--- src/rtl/substring_occurrence_counter_core_assert.svh ---
// assertion macros for the substring counter rtl
`ifndef SUBSTRING_OCCURRENCE_COUNTER_CORE_ASSERT_SVH
`define SUBSTRING_OCCURRENCE_COUNTER_CORE_ASSERT_SVH
`ifndef SYNTHESIS
`define SOC_ASSERT(label, clk, rst_n, prop, msg) \
    label: assert property (@(posedge clk) disable iff (!rst_n) prop) \
        else $error(msg);
`define SOC_ASSERT_ONEHOT0(label, clk, rst_n, sig, msg) \
    label: assert property (@(posedge clk) disable iff (!rst_n) $onehot0(sig)) \
        else $error(msg);
`else
`define SOC_ASSERT(label, clk, rst_n, prop, msg)
`define SOC_ASSERT_ONEHOT0(label, clk, rst_n, sig, msg)
`endif
`endif

--- src/rtl/soc_pkg.sv ---
package soc_pkg;

    localparam int PAT_MAX   = 256;
    localparam int LEN_W     = $clog2(PAT_MAX + 1);
    localparam int KIND_W    = 2;
    localparam int BYTE_W    = 8;
    localparam int COUNT_W   = 16;
    localparam logic [COUNT_W-1:0] COUNT_MAX = '1;

    typedef enum logic [KIND_W-1:0] {
        KIND_APPEND = 2'd0,
        KIND_TEXT   = 2'd1,
        KIND_CLEAR  = 2'd2,
        KIND_NOP    = 2'd3
    } soc_kind_t;

    typedef enum logic {
        S_IDLE,
        S_EVAL
    } soc_state_t;

    // broadcast to every cell of the row
    typedef struct packed {
        logic              clear_flags;
        logic              clear_pattern;
        logic              shift_text;
        logic              append;
        logic [BYTE_W-1:0] data;
    } soc_cell_ctrl_t;

endpackage

--- src/rtl/soc_if.sv ---
interface soc_item_if;
    logic                         valid;
    logic                         ready;
    logic [soc_pkg::KIND_W-1:0]   kind;
    logic [soc_pkg::BYTE_W-1:0]   byte_value;
    logic                         text_last;

    modport source (output valid, output kind, output byte_value, output text_last,
                    input ready);
    modport sink (input valid, input kind, input byte_value, input text_last,
                  output ready);
endinterface

interface soc_result_if;
    logic                         valid;
    logic                         ready;
    logic                         match_here;
    logic [soc_pkg::COUNT_W-1:0]  match_count;
    logic                         text_done;

    modport source (output valid, output match_here, output match_count,
                    output text_done, input ready);
    modport sink (input valid, input match_here, input match_count,
                  input text_done, output ready);
endinterface

--- src/rtl/soc_cell.sv ---
module soc_cell (
    input  logic                    clk,
    input  logic                    rst_n,
    input  soc_pkg::soc_cell_ctrl_t ctrl,
    input  logic                    prev_flag,
    input  logic                    prev_tail,
    output logic                    flag,
    output logic                    tail,
    output logic                    hit
);

    logic                       flag_reg;
    logic                       flag_next;
    logic                       tail_reg;
    logic                       tail_next;
    logic [soc_pkg::BYTE_W-1:0] pat_reg;

    // prefix through this cell matched, ending at the newest text byte
    always_comb
    begin
        flag_next = flag_reg;
        if (ctrl.clear_flags)
        begin
            flag_next = 1'b0;
        end
        else if (ctrl.shift_text)
        begin
            flag_next = prev_flag && (ctrl.data == pat_reg);
        end
    end

    // tail marks the last pattern byte; prev_tail marks the next free cell
    always_comb
    begin
        tail_next = tail_reg;
        if (ctrl.clear_pattern)
        begin
            tail_next = 1'b0;
        end
        else if (ctrl.append)
        begin
            tail_next = prev_tail;
        end
    end

    always_ff @(posedge clk or negedge rst_n)
    begin
        if (!rst_n)
        begin
            flag_reg <= 1'b0;
            tail_reg <= 1'b0;
        end
        else
        begin
            flag_reg <= flag_next;
            tail_reg <= tail_next;
        end
    end

    always_ff @(posedge clk)
    begin
        if (ctrl.append && prev_tail)
        begin
            pat_reg <= ctrl.data;
        end
    end

    assign flag = flag_reg;
    assign tail = tail_reg;
    assign hit  = flag_reg && tail_reg;

endmodule

--- src/rtl/soc_cell_row.sv ---
module soc_cell_row (
    input  logic                          clk,
    input  logic                          rst_n,
    input  soc_pkg::soc_cell_ctrl_t       ctrl,
    input  logic                          pattern_empty,
    output logic [soc_pkg::PAT_MAX-1:0]   hit_vec
);

    logic [soc_pkg::PAT_MAX:0] flag_chain;
    logic [soc_pkg::PAT_MAX:0] tail_chain;

    // empty prefix always matches; an empty pattern writes into the first cell
    assign flag_chain[0] = 1'b1;
    assign tail_chain[0] = pattern_empty;

    for (genvar j = 0; j < soc_pkg::PAT_MAX; j++)
    begin : g_cell
        soc_cell u_cell (
            .clk       (clk),
            .rst_n     (rst_n),
            .ctrl      (ctrl),
            .prev_flag (flag_chain[j]),
            .prev_tail (tail_chain[j]),
            .flag      (flag_chain[j+1]),
            .tail      (tail_chain[j+1]),
            .hit       (hit_vec[j])
        );
    end

endmodule

--- src/rtl/substring_occurrence_counter_core.sv ---
// channel  dir  fields                              beat
// item     in   kind, byte_value, text_last         valid && ready
// result   out  match_here, match_count, text_done  valid && ready
//
// per item the cell row updates at the accepting edge; the hit is reduced and the
// result registered in the evaluate state once the output register is free
// one item in flight; a new item is taken while the previous result waits
// a stalled result holds the evaluate cycle until the output register frees
// reset clears control, flags and the pattern length; no clearing pass
`include "substring_occurrence_counter_core_assert.svh"

module substring_occurrence_counter_core (
    input logic          clk,
    input logic          rst_n,
    soc_item_if.sink     item,
    soc_result_if.source result
);

    soc_pkg::soc_state_t             state_reg;
    soc_pkg::soc_state_t             state_next;
    soc_pkg::soc_kind_t              kind_reg;
    soc_pkg::soc_kind_t              item_kind;
    logic                            last_reg;
    logic [soc_pkg::LEN_W-1:0]       pat_len_reg;
    logic [soc_pkg::LEN_W-1:0]       pat_len_next;
    logic [soc_pkg::COUNT_W-1:0]     count_reg;
    logic [soc_pkg::COUNT_W-1:0]     count_next;
    logic [soc_pkg::COUNT_W-1:0]     count_calc;
    logic                            out_valid_reg;
    logic                            out_valid_next;
    logic                            out_here_reg;
    logic [soc_pkg::COUNT_W-1:0]     out_count_reg;
    logic                            out_done_reg;
    logic                            accept;
    logic                            out_free;
    logic                            load_out;
    logic                            here;
    logic                            done;
    logic                            clear_kind;
    logic [soc_pkg::PAT_MAX-1:0]     hit_vec;
    soc_pkg::soc_cell_ctrl_t         ctrl;

    assign item_kind = soc_pkg::soc_kind_t'(item.kind);
    assign accept    = item.valid && item.ready;
    assign out_free  = !out_valid_reg || result.ready;

    assign clear_kind = (kind_reg == soc_pkg::KIND_APPEND) ||
                        (kind_reg == soc_pkg::KIND_CLEAR);
    assign here = (kind_reg == soc_pkg::KIND_TEXT) && (|hit_vec);
    assign done = (kind_reg == soc_pkg::KIND_TEXT) && last_reg;

    always_comb
    begin
        if (clear_kind)
        begin
            count_calc = '0;
        end
        else if (here && (count_reg != soc_pkg::COUNT_MAX))
        begin
            count_calc = count_reg + soc_pkg::COUNT_W'(1);
        end
        else
        begin
            count_calc = count_reg;
        end
    end

    always_comb
    begin
        state_next  = state_reg;
        item.ready  = 1'b0;
        load_out    = 1'b0;
        unique case (state_reg)
            soc_pkg::S_IDLE:
            begin
                item.ready = 1'b1;
                if (item.valid)
                begin
                    state_next = soc_pkg::S_EVAL;
                end
            end
            soc_pkg::S_EVAL:
            begin
                if (out_free)
                begin
                    load_out   = 1'b1;
                    state_next = soc_pkg::S_IDLE;
                end
            end
            default:
            begin
                state_next = soc_pkg::S_IDLE;
            end
        endcase
    end

    always_comb
    begin
        ctrl.data          = item.byte_value;
        ctrl.shift_text    = accept && (item_kind == soc_pkg::KIND_TEXT);
        ctrl.clear_pattern = accept && (item_kind == soc_pkg::KIND_CLEAR);
        ctrl.append        = accept && (item_kind == soc_pkg::KIND_APPEND) &&
                             (pat_len_reg != soc_pkg::LEN_W'(soc_pkg::PAT_MAX));
        // the window empties on pattern edits and after the closing text beat
        ctrl.clear_flags   = (accept && ((item_kind == soc_pkg::KIND_APPEND) ||
                                         (item_kind == soc_pkg::KIND_CLEAR))) ||
                             (load_out && done);
    end

    always_comb
    begin
        pat_len_next = pat_len_reg;
        if (ctrl.clear_pattern)
        begin
            pat_len_next = '0;
        end
        else if (ctrl.append)
        begin
            pat_len_next = pat_len_reg + soc_pkg::LEN_W'(1);
        end
    end

    always_comb
    begin
        count_next = count_reg;
        if (load_out)
        begin
            count_next = done ? '0 : count_calc;
        end
    end

    always_comb
    begin
        out_valid_next = out_valid_reg;
        if (load_out)
        begin
            out_valid_next = 1'b1;
        end
        else if (result.ready)
        begin
            out_valid_next = 1'b0;
        end
    end

    always_ff @(posedge clk or negedge rst_n)
    begin
        if (!rst_n)
        begin
            state_reg     <= soc_pkg::S_IDLE;
            pat_len_reg   <= '0;
            count_reg     <= '0;
            out_valid_reg <= 1'b0;
        end
        else
        begin
            state_reg     <= state_next;
            pat_len_reg   <= pat_len_next;
            count_reg     <= count_next;
            out_valid_reg <= out_valid_next;
        end
    end

    always_ff @(posedge clk)
    begin
        if (accept)
        begin
            kind_reg <= item_kind;
            last_reg <= item.text_last;
        end
        if (load_out)
        begin
            out_here_reg  <= here;
            out_count_reg <= count_calc;
            out_done_reg  <= done;
        end
    end

    soc_cell_row u_row (
        .clk           (clk),
        .rst_n         (rst_n),
        .ctrl          (ctrl),
        .pattern_empty (pat_len_reg == '0),
        .hit_vec       (hit_vec)
    );

    assign result.valid       = out_valid_reg;
    assign result.match_here  = out_here_reg;
    assign result.match_count = out_count_reg;
    assign result.text_done   = out_done_reg;

    `SOC_ASSERT(a_accept_to_eval, clk, rst_n, accept |=> state_reg == soc_pkg::S_EVAL, "item beat did not start evaluation")
    `SOC_ASSERT_ONEHOT0(a_single_tail_hit, clk, rst_n, hit_vec, "more than one pattern tail hit")
    `SOC_ASSERT(a_empty_no_hit, clk, rst_n, (pat_len_reg == '0) |-> (hit_vec == '0), "hit with empty pattern")
    `SOC_ASSERT(a_done_clears_count, clk, rst_n, (load_out && done) |=> (count_reg == '0), "count kept after text end")

endmodule

--- src/flat_wrapper.sv ---
// flat-port wrapper written by rule: the top's interface ports become plain ports
module substring_occurrence_counter_core_flat 
  (clk, rst_n, item_valid, item_kind, item_byte_value, item_text_last, item_ready, result_valid, result_match_here, result_match_count, result_text_done, result_ready);
  soc_item_if item_i ();
  soc_result_if result_i ();
  input logic clk;
  input logic rst_n;
  input wire logic [$bits(item_i.valid)-1:0] item_valid;
  input wire logic [$bits(item_i.kind)-1:0] item_kind;
  input wire logic [$bits(item_i.byte_value)-1:0] item_byte_value;
  input wire logic [$bits(item_i.text_last)-1:0] item_text_last;
  output wire logic [$bits(item_i.ready)-1:0] item_ready;
  output wire logic [$bits(result_i.valid)-1:0] result_valid;
  output wire logic [$bits(result_i.match_here)-1:0] result_match_here;
  output wire logic [$bits(result_i.match_count)-1:0] result_match_count;
  output wire logic [$bits(result_i.text_done)-1:0] result_text_done;
  input wire logic [$bits(result_i.ready)-1:0] result_ready;
  assign item_i.valid = item_valid;
  assign item_i.kind = item_kind;
  assign item_i.byte_value = item_byte_value;
  assign item_i.text_last = item_text_last;
  assign item_ready = item_i.ready;
  assign result_valid = result_i.valid;
  assign result_match_here = result_i.match_here;
  assign result_match_count = result_i.match_count;
  assign result_text_done = result_i.text_done;
  assign result_i.ready = result_ready;
  substring_occurrence_counter_core u_core (.clk(clk), .rst_n(rst_n), .item(item_i), .result(result_i));
endmodule
--- config.mk ---
export PLATFORM = sky130hd
export DESIGN_NAME = substring_occurrence_counter_core_flat
export DESIGN_NICKNAME = d
export VERILOG_FILES = /design/src/rtl/soc_pkg.sv /design/src/rtl/soc_if.sv /design/src/rtl/soc_cell.sv /design/src/rtl/soc_cell_row.sv /design/src/rtl/substring_occurrence_counter_core.sv /design/src/flat_wrapper.sv
export VERILOG_INCLUDE_DIRS = /design/src /design/src/rtl
export SDC_FILE = /design/constraint.sdc
export NUM_CORES = 2
export LEC_CHECK = 0
export CAP_MARGIN = 20
export CELL_PAD_IN_SITES_DETAIL_PLACEMENT = 1
export CELL_PAD_IN_SITES_GLOBAL_PLACEMENT = 1
export CORE_UTILIZATION = 59
export CTS_CLUSTER_SIZE = 14
export DETAILED_ROUTE_END_ITERATION = 8
export DONT_BUFFER_PORTS = 1
export PLACE_DENSITY = 0.86
export SYNTH_ARGS = -nofsm -noshare
export SYNTH_HDL_FRONTEND = slang
export SYNTH_SLANG_ARGS = --single-unit
export TNS_END_PERCENT = 30
--- constraint.sdc ---
create_clock -name clk -period 5.24 [get_ports clk]
set_clock_uncertainty 0.05 [all_clocks]
set_input_delay 0.262 -clock clk [delete_from_list [all_inputs] [get_ports clk]]
set_output_delay 0.262 -clock clk [all_outputs]
set_load 0.05 [all_outputs]
# Word level (Yosys, flattened, before mapping)
# Index checks and enable logic that the tools add are counted.
[classes]
div_mod_pow = 0
n_reduce_logical = 789
bitwise = 1
eq_ne = 262
magnitude_cmp = 0
shifts = 0
add_sub_neg = 2
mul = 0
n_mux = 1037
[op_table]
columns = ["op", "n"]
rows = [
  ["8-bit equality test", 256],
  ["1-bit 2-to-1 mux", 1031],
  ["1-bit logical AND", 777],
  ["256-bit OR reduction", 1],
  ["16-bit 2-to-1 mux", 3],
  ["9-bit 2-to-1 mux", 2],
  ["16-bit by 1-bit adder with 16-bit output (second input constant)", 1],
  ["16-bit != test (second input constant)", 1],
  ["9-bit by 1-bit adder with 9-bit output (second input constant)", 1],
  ["9-bit logical NOT", 1],
  ["9-bit != test (second input constant)", 1],
  ["2-bit nonzero test", 3],
  ["2-bit by 1-bit equality test with 1-bit output (second input constant)", 2],
  ["2-bit equality test (second input constant)", 2],
  ["2-bit logical NOT", 2],
  ["1-bit logical OR", 4],
  ["1-bit case mux with 2 select lines", 1],
  ["1-bit logical NOT", 1],
  ["1-bit NOT", 1],
]
[word_totals]
mem_bits_ro = 0
latchBits = 0
inputBits = 15
reg_bits = 2608
wordCells = 2868
memories = 0
ramBits = 0

# Longest topological paths before layout
[logic_depth]
word_depth = 7
depth_mapped = 10
depth_no_buf = 9

# Cells and area by module
# A second synthesis with hierarchy kept.
[unflattened]
cells_unflattened = 7765
area_unflattened_um2 = 112598.0
[modules_own_cells]
columns = ["module", "cells_each", "n_inst", "seq_area_each_um2", "area_each_um2"]
rows = [
  ["soc_cell", 29, 256, 290.3, 427.9],
  ["substring_occurrence_counter_core", 340, 1, 1306.3, 3049.2],
  ["soc_cell_row", 1, 1, 0.0, 3.8],
]

# Worst setup path after synthesis
# Ideal clock, no wire load.
[synth_path]
kind = "register to register"
from = "register u_core.u_row.g_cell[217].u_cell.flag_reg"
to = "register u_core.count_reg[14] (netlist bit)"
setup_slack_ns = 2.171
stages_incl_launch_ff = 10
t_arrival_ns = 2.899
synth_period_minus_slack_ns = 3.069
path_buffers = 1
cell_sequence = "dfrtp_1 -> a22oi_1 -> nand4_1 -> or4_1 -> or4_4 -> or4_4 -> and2_4 -> buf_6 -> a32o_1 -> a31o_1"
[synth_between]
elab_chain_cells = 7
[synth_lines]
columns = ["element", "line_no", "text"]
rows = [
  ["start: declaration", "soc_cell.sv:12", "logic flag_reg;"],
  ["start signal: assignment", "soc_cell.sv:55", "flag_reg <= flag_next;"],
  ["1-bit logical AND", "soc_cell.sv:70", "assign hit = flag_reg && tail_reg;"],
  ["256-bit OR reduction", "substring_occurrence_counter_core.sv:49", "assign here = (kind_reg == soc_pkg::KIND_TEXT) && (|hit_vec);"],
  ["1-bit logical AND", "substring_occurrence_counter_core.sv:49", ""],
  ["net u_core.here", "substring_occurrence_counter_core.sv:37", "logic here;"],
  ["1-bit logical AND", "substring_occurrence_counter_core.sv:58", "else if (here && (count_reg != soc_pkg::COUNT_MAX))"],
  ["16-bit 2-to-1 mux", "substring_occurrence_counter_core.sv:58", ""],
  ["16-bit 2-to-1 mux", "substring_occurrence_counter_core.sv:54", "if (clear_kind)"],
  ["16-bit 2-to-1 mux", "substring_occurrence_counter_core.sv:128", "count_next = done ? '0 : count_calc;"],
  ["end signal: assignment", "substring_occurrence_counter_core.sv:158", "count_reg <= count_next;"],
  ["end: declaration", "substring_occurrence_counter_core.sv:26", "logic [soc_pkg::COUNT_W-1:0] count_reg;"],
]
# The timed path passes the listed nets, and every way through them passes these cells.
# A chain may end at the register's enable or synchronous reset.

# Worst setup path in the final report
[layout_path]
from = "register u_core.u_row.g_cell[176].u_cell.flag_reg"
to = "register u_core.out_count_reg (netlist bit u_core.result.match_count[8]), data pin"
[layout_between]
elab_chain_cells = 6
[layout_lines]
columns = ["element", "line_no", "text"]
rows = [
  ["start: declaration", "soc_cell.sv:12", ""],
  ["start signal: assignment", "soc_cell.sv:55", ""],
  ["1-bit logical AND", "soc_cell.sv:70", ""],
  ["256-bit OR reduction", "substring_occurrence_counter_core.sv:49", ""],
  ["1-bit logical AND", "substring_occurrence_counter_core.sv:49", ""],
  ["1-bit logical AND", "substring_occurrence_counter_core.sv:58", ""],
  ["16-bit 2-to-1 mux", "substring_occurrence_counter_core.sv:58", ""],
  ["16-bit 2-to-1 mux", "substring_occurrence_counter_core.sv:54", ""],
  ["net u_core.count_calc (one bit)", "substring_occurrence_counter_core.sv:28", "logic [soc_pkg::COUNT_W-1:0] count_calc;"],
  ["end signal: assignment", "substring_occurrence_counter_core.sv:173", "out_count_reg <= count_calc;"],
  ["end: declaration", "substring_occurrence_counter_core.sv:32", "logic [soc_pkg::COUNT_W-1:0] out_count_reg;"],
]
# The timed path passes the listed nets, and every way through them passes these cells.

==> impl_metrics.toml <==
[synth]
synth_top_area_frac = 0.578
avgSynthCellArea_um2 = 15.1
synth_compound_area_frac = 0.0425
synth.most_common_cell = "edfxtp_1"
yosysTopAreaCell = "edfxtp_1"
netlist_instances = 7144
ys.flop_type = "edfxtp_1"
synth_fp_nets = 7162
synth_commonest_cells = "edfxtp_1, xor2_1, xnor2_1"
synth.distinct_cells = 55
synthTopCellsByArea = "edfxtp_1, dfrtp_1, xor2_1"
synth_xor_xnor_area_share = 0.168
synthMuxAreaShare = 0.00102
synth_edf_count = 2069
yosysWarnings = 0
synth_top_family_by_area = "XOR/XNOR gates"
ys_seq_area_frac = 0.703
synthAdderAreaFrac = 0.000349
async_reset_ff_frac = 0.207
synth-simple-area-share = 0.0725
syn_area_mm2 = 0.108
ys_ff_latch = 2608

[cts]
cts-root-buf = "clkbuf_16"
cts_sinks = 2608
clock_latency_ps = 970
clk_path_buf_depth = 4
cts_buffers = 283
cts_tree = "built"
ctsHtreeMaxLevel = 5
cts.clk_slew.worst_paths_ps = 70
postCtsSetupRepairBufs = 0

[status]
failed_checks = "negative hold slack, max-slew violations"
status = "complete, but fails checks"

[finish]
multi_input_comb_area_mm2 = 0.0306
fillers = 15361
seq_area_mm2 = 0.0756
fin_cells = 9896
drive_gt1_frac = 0.0670
fin_area_mm2 = 0.121
utilization = 0.669
layout.nets = 7316
area_growth_pct = 12.6
largest_reg_flops = 2048

[timing]
tightest_slew_ps = 1750
setup_viol = 0
period_share = 0.896
max_freq_mhz = 213
slew_headroom = -0.169
holdWs_ps = -995
rsz0062_at_grt = "no"
period_minus_slack_ps = 4700
hold_violations = 539
tns_ps = 0
final_max_slew_viol_count = 339

[placement]
placed_cell_area_mm2 = 0.110
portBuffers = 0
gp_congestion = 0.822
post-dp-hpwl_um = 166000
place_inst = 9211

[flow_run]
max_cap_violations = 0

[floorplan]
fp-row-count = 156
die-width_um = 429
fp.coreArea_mm2 = 0.181
dieArea_mm2 = 0.184
ios = 35
die_h_um = 429
start_util = 0.595

[setup_path]
reg2reg_from = "u_core.u_row.g_cell[176].u_cell.flag"
crit_path_start_kind = "flop"
r2r_cells = 8
crit_path_end_kind = "flop"
r2r_end = "u_core.result.match_count[8]"
required_ps = 5870
ff2ff_setup_slack_ps = 540
cp_max_fo = 14
crit_type = "flop to flop"
endpoint = "u_core.result.match_count[8]"
crit_start = "u_core.u_row.g_cell[176].u_cell.flag"
cp_data_arrival_time_ps = 5320

[route]
routedWlPerCell_um = 42.0
met3WireLength_um = 56700
routed_wl_um = 416000
dr.pass1.iters = 8
ant_nets = 0
top_layer_used = "met5"
vias = 70925
met2_length_um = 184000
drt_first_iter_violations = 10874
drcViolationCount = 0
wl_met1_um = 135000
vias_per_cell = 7.17

[global_routing]
grt_max_degree = 540
grt_pass1_wl_um = 573000
grtUsageTotal = 0.444
grt_antenna_before_repair = 41
grt_remaining_overflow = 0
grt_pass1_vias = 73892

[min_path]
hp-class = "primary input to async pin"

[pwr]
p_leak_uw = 0.0435
power_density_mw_per_mm2 = 381
ir_drop_uv = 353
[placed cells by master (no fill, tap or decap), types with 125 or more instances in the layout]
master         synthesis  layout
edfxtp_1            2069    2069
xor2_1              1036    1036
xnor2_1             1023    1023
dfrtp_1              539     539
nand2_1              297     297
clkbuf_16              0     291
nand4_1              281     281
o21ai_0              265     265
and2_1               260     260
nand3_1              259     259
nor4_1               258     257
a21o_1               256     256
dlygate4sd3_1          0     125
[per-layer routing]
metal,global-route usage,vias to the layer above
met5,0,-
met4,0.353,56
met3,0.146,2039
met2,0.668,6726
met1,0.527,35974
li1,-,26130
[per-stage QoR]
stage,hold slack [ps],total power (uW),setup WS [ps]
CTS,-1020,45500,814
global placement,-49.1,24900,265
detailed placement,-50.3,25000,912
floorplan,-83.6,24600,2170
global route,-1020,46600,600
finish,-995,46100,544
[kinds of logic after synthesis]
group | Yosys count
mux | 11
flops | 2608
compound gates | 679
buf+inv | 364
xor+xnor | 2059
fa+ha+maj | 3
simple gates | 1420
[critical path: stages, from the launching register on]
cell	delay [ps]
dfrtp_1	440
a22o_1	290
a221oi_1	1210
nand4_1	160
or4_2	890
nor4_4	570
nor2_1	380
and3_1	320
mux2i_1	120
[timing repair]
| item | in CTS | in global routing |
|---|---|---|
| gates resized for setup | 0 | 0 |
| endpoints found under the setup margin | 0 | 0 |
| hold endpoints to repair | 2655 | 745 |
| hold buffers | 148 | 13 |
[report_power, final]
group | internal [uW] | total, uW | leakage [uW] | switching [uW]
registers | 22500 | 22800 | 0.0261 | 278
logic | 747 | 2970 | 0.0131 | 2220
clock network | 11500 | 20400 | 0.00434 | 8900
[area by class of cell]
| class | count | area share |
|---|---|---|
| Sequential cell | 2608 | 0.624 |
| Multi-Input combinational cell | 4172 | 0.253 |
| Clock buffer | 416 | 0.0667 |
| Timing Repair Buffer | 225 | 0.0246 |
| Tap cell | 2370 | 0.0245 |
| Clock inverter | 80 | 0.00675 |
| Antenna cell | 17 | 0.000351 |
| Inverter | 8 | 0.000248 |
[worst min-delay path by stage]
stage	startpoint	endpoint	slack, ps	depth (start not counted)
final	rst_n	u_core.count_reg[2]	-1000	0
after global routing	rst_n	u_core.count_reg[3]	-1020	0
after CTS	rst_n	u_core.pat_len_reg[5]	-1020	0
after detailed placement	rst_n	u_core.count_reg[3]	-50	0
after global placement	rst_n	u_core.count_reg[2]	-50	0
after floorplan	rst_n	u_core.count_reg[0]	-80	0
Power figures use the tool's default switching activity.
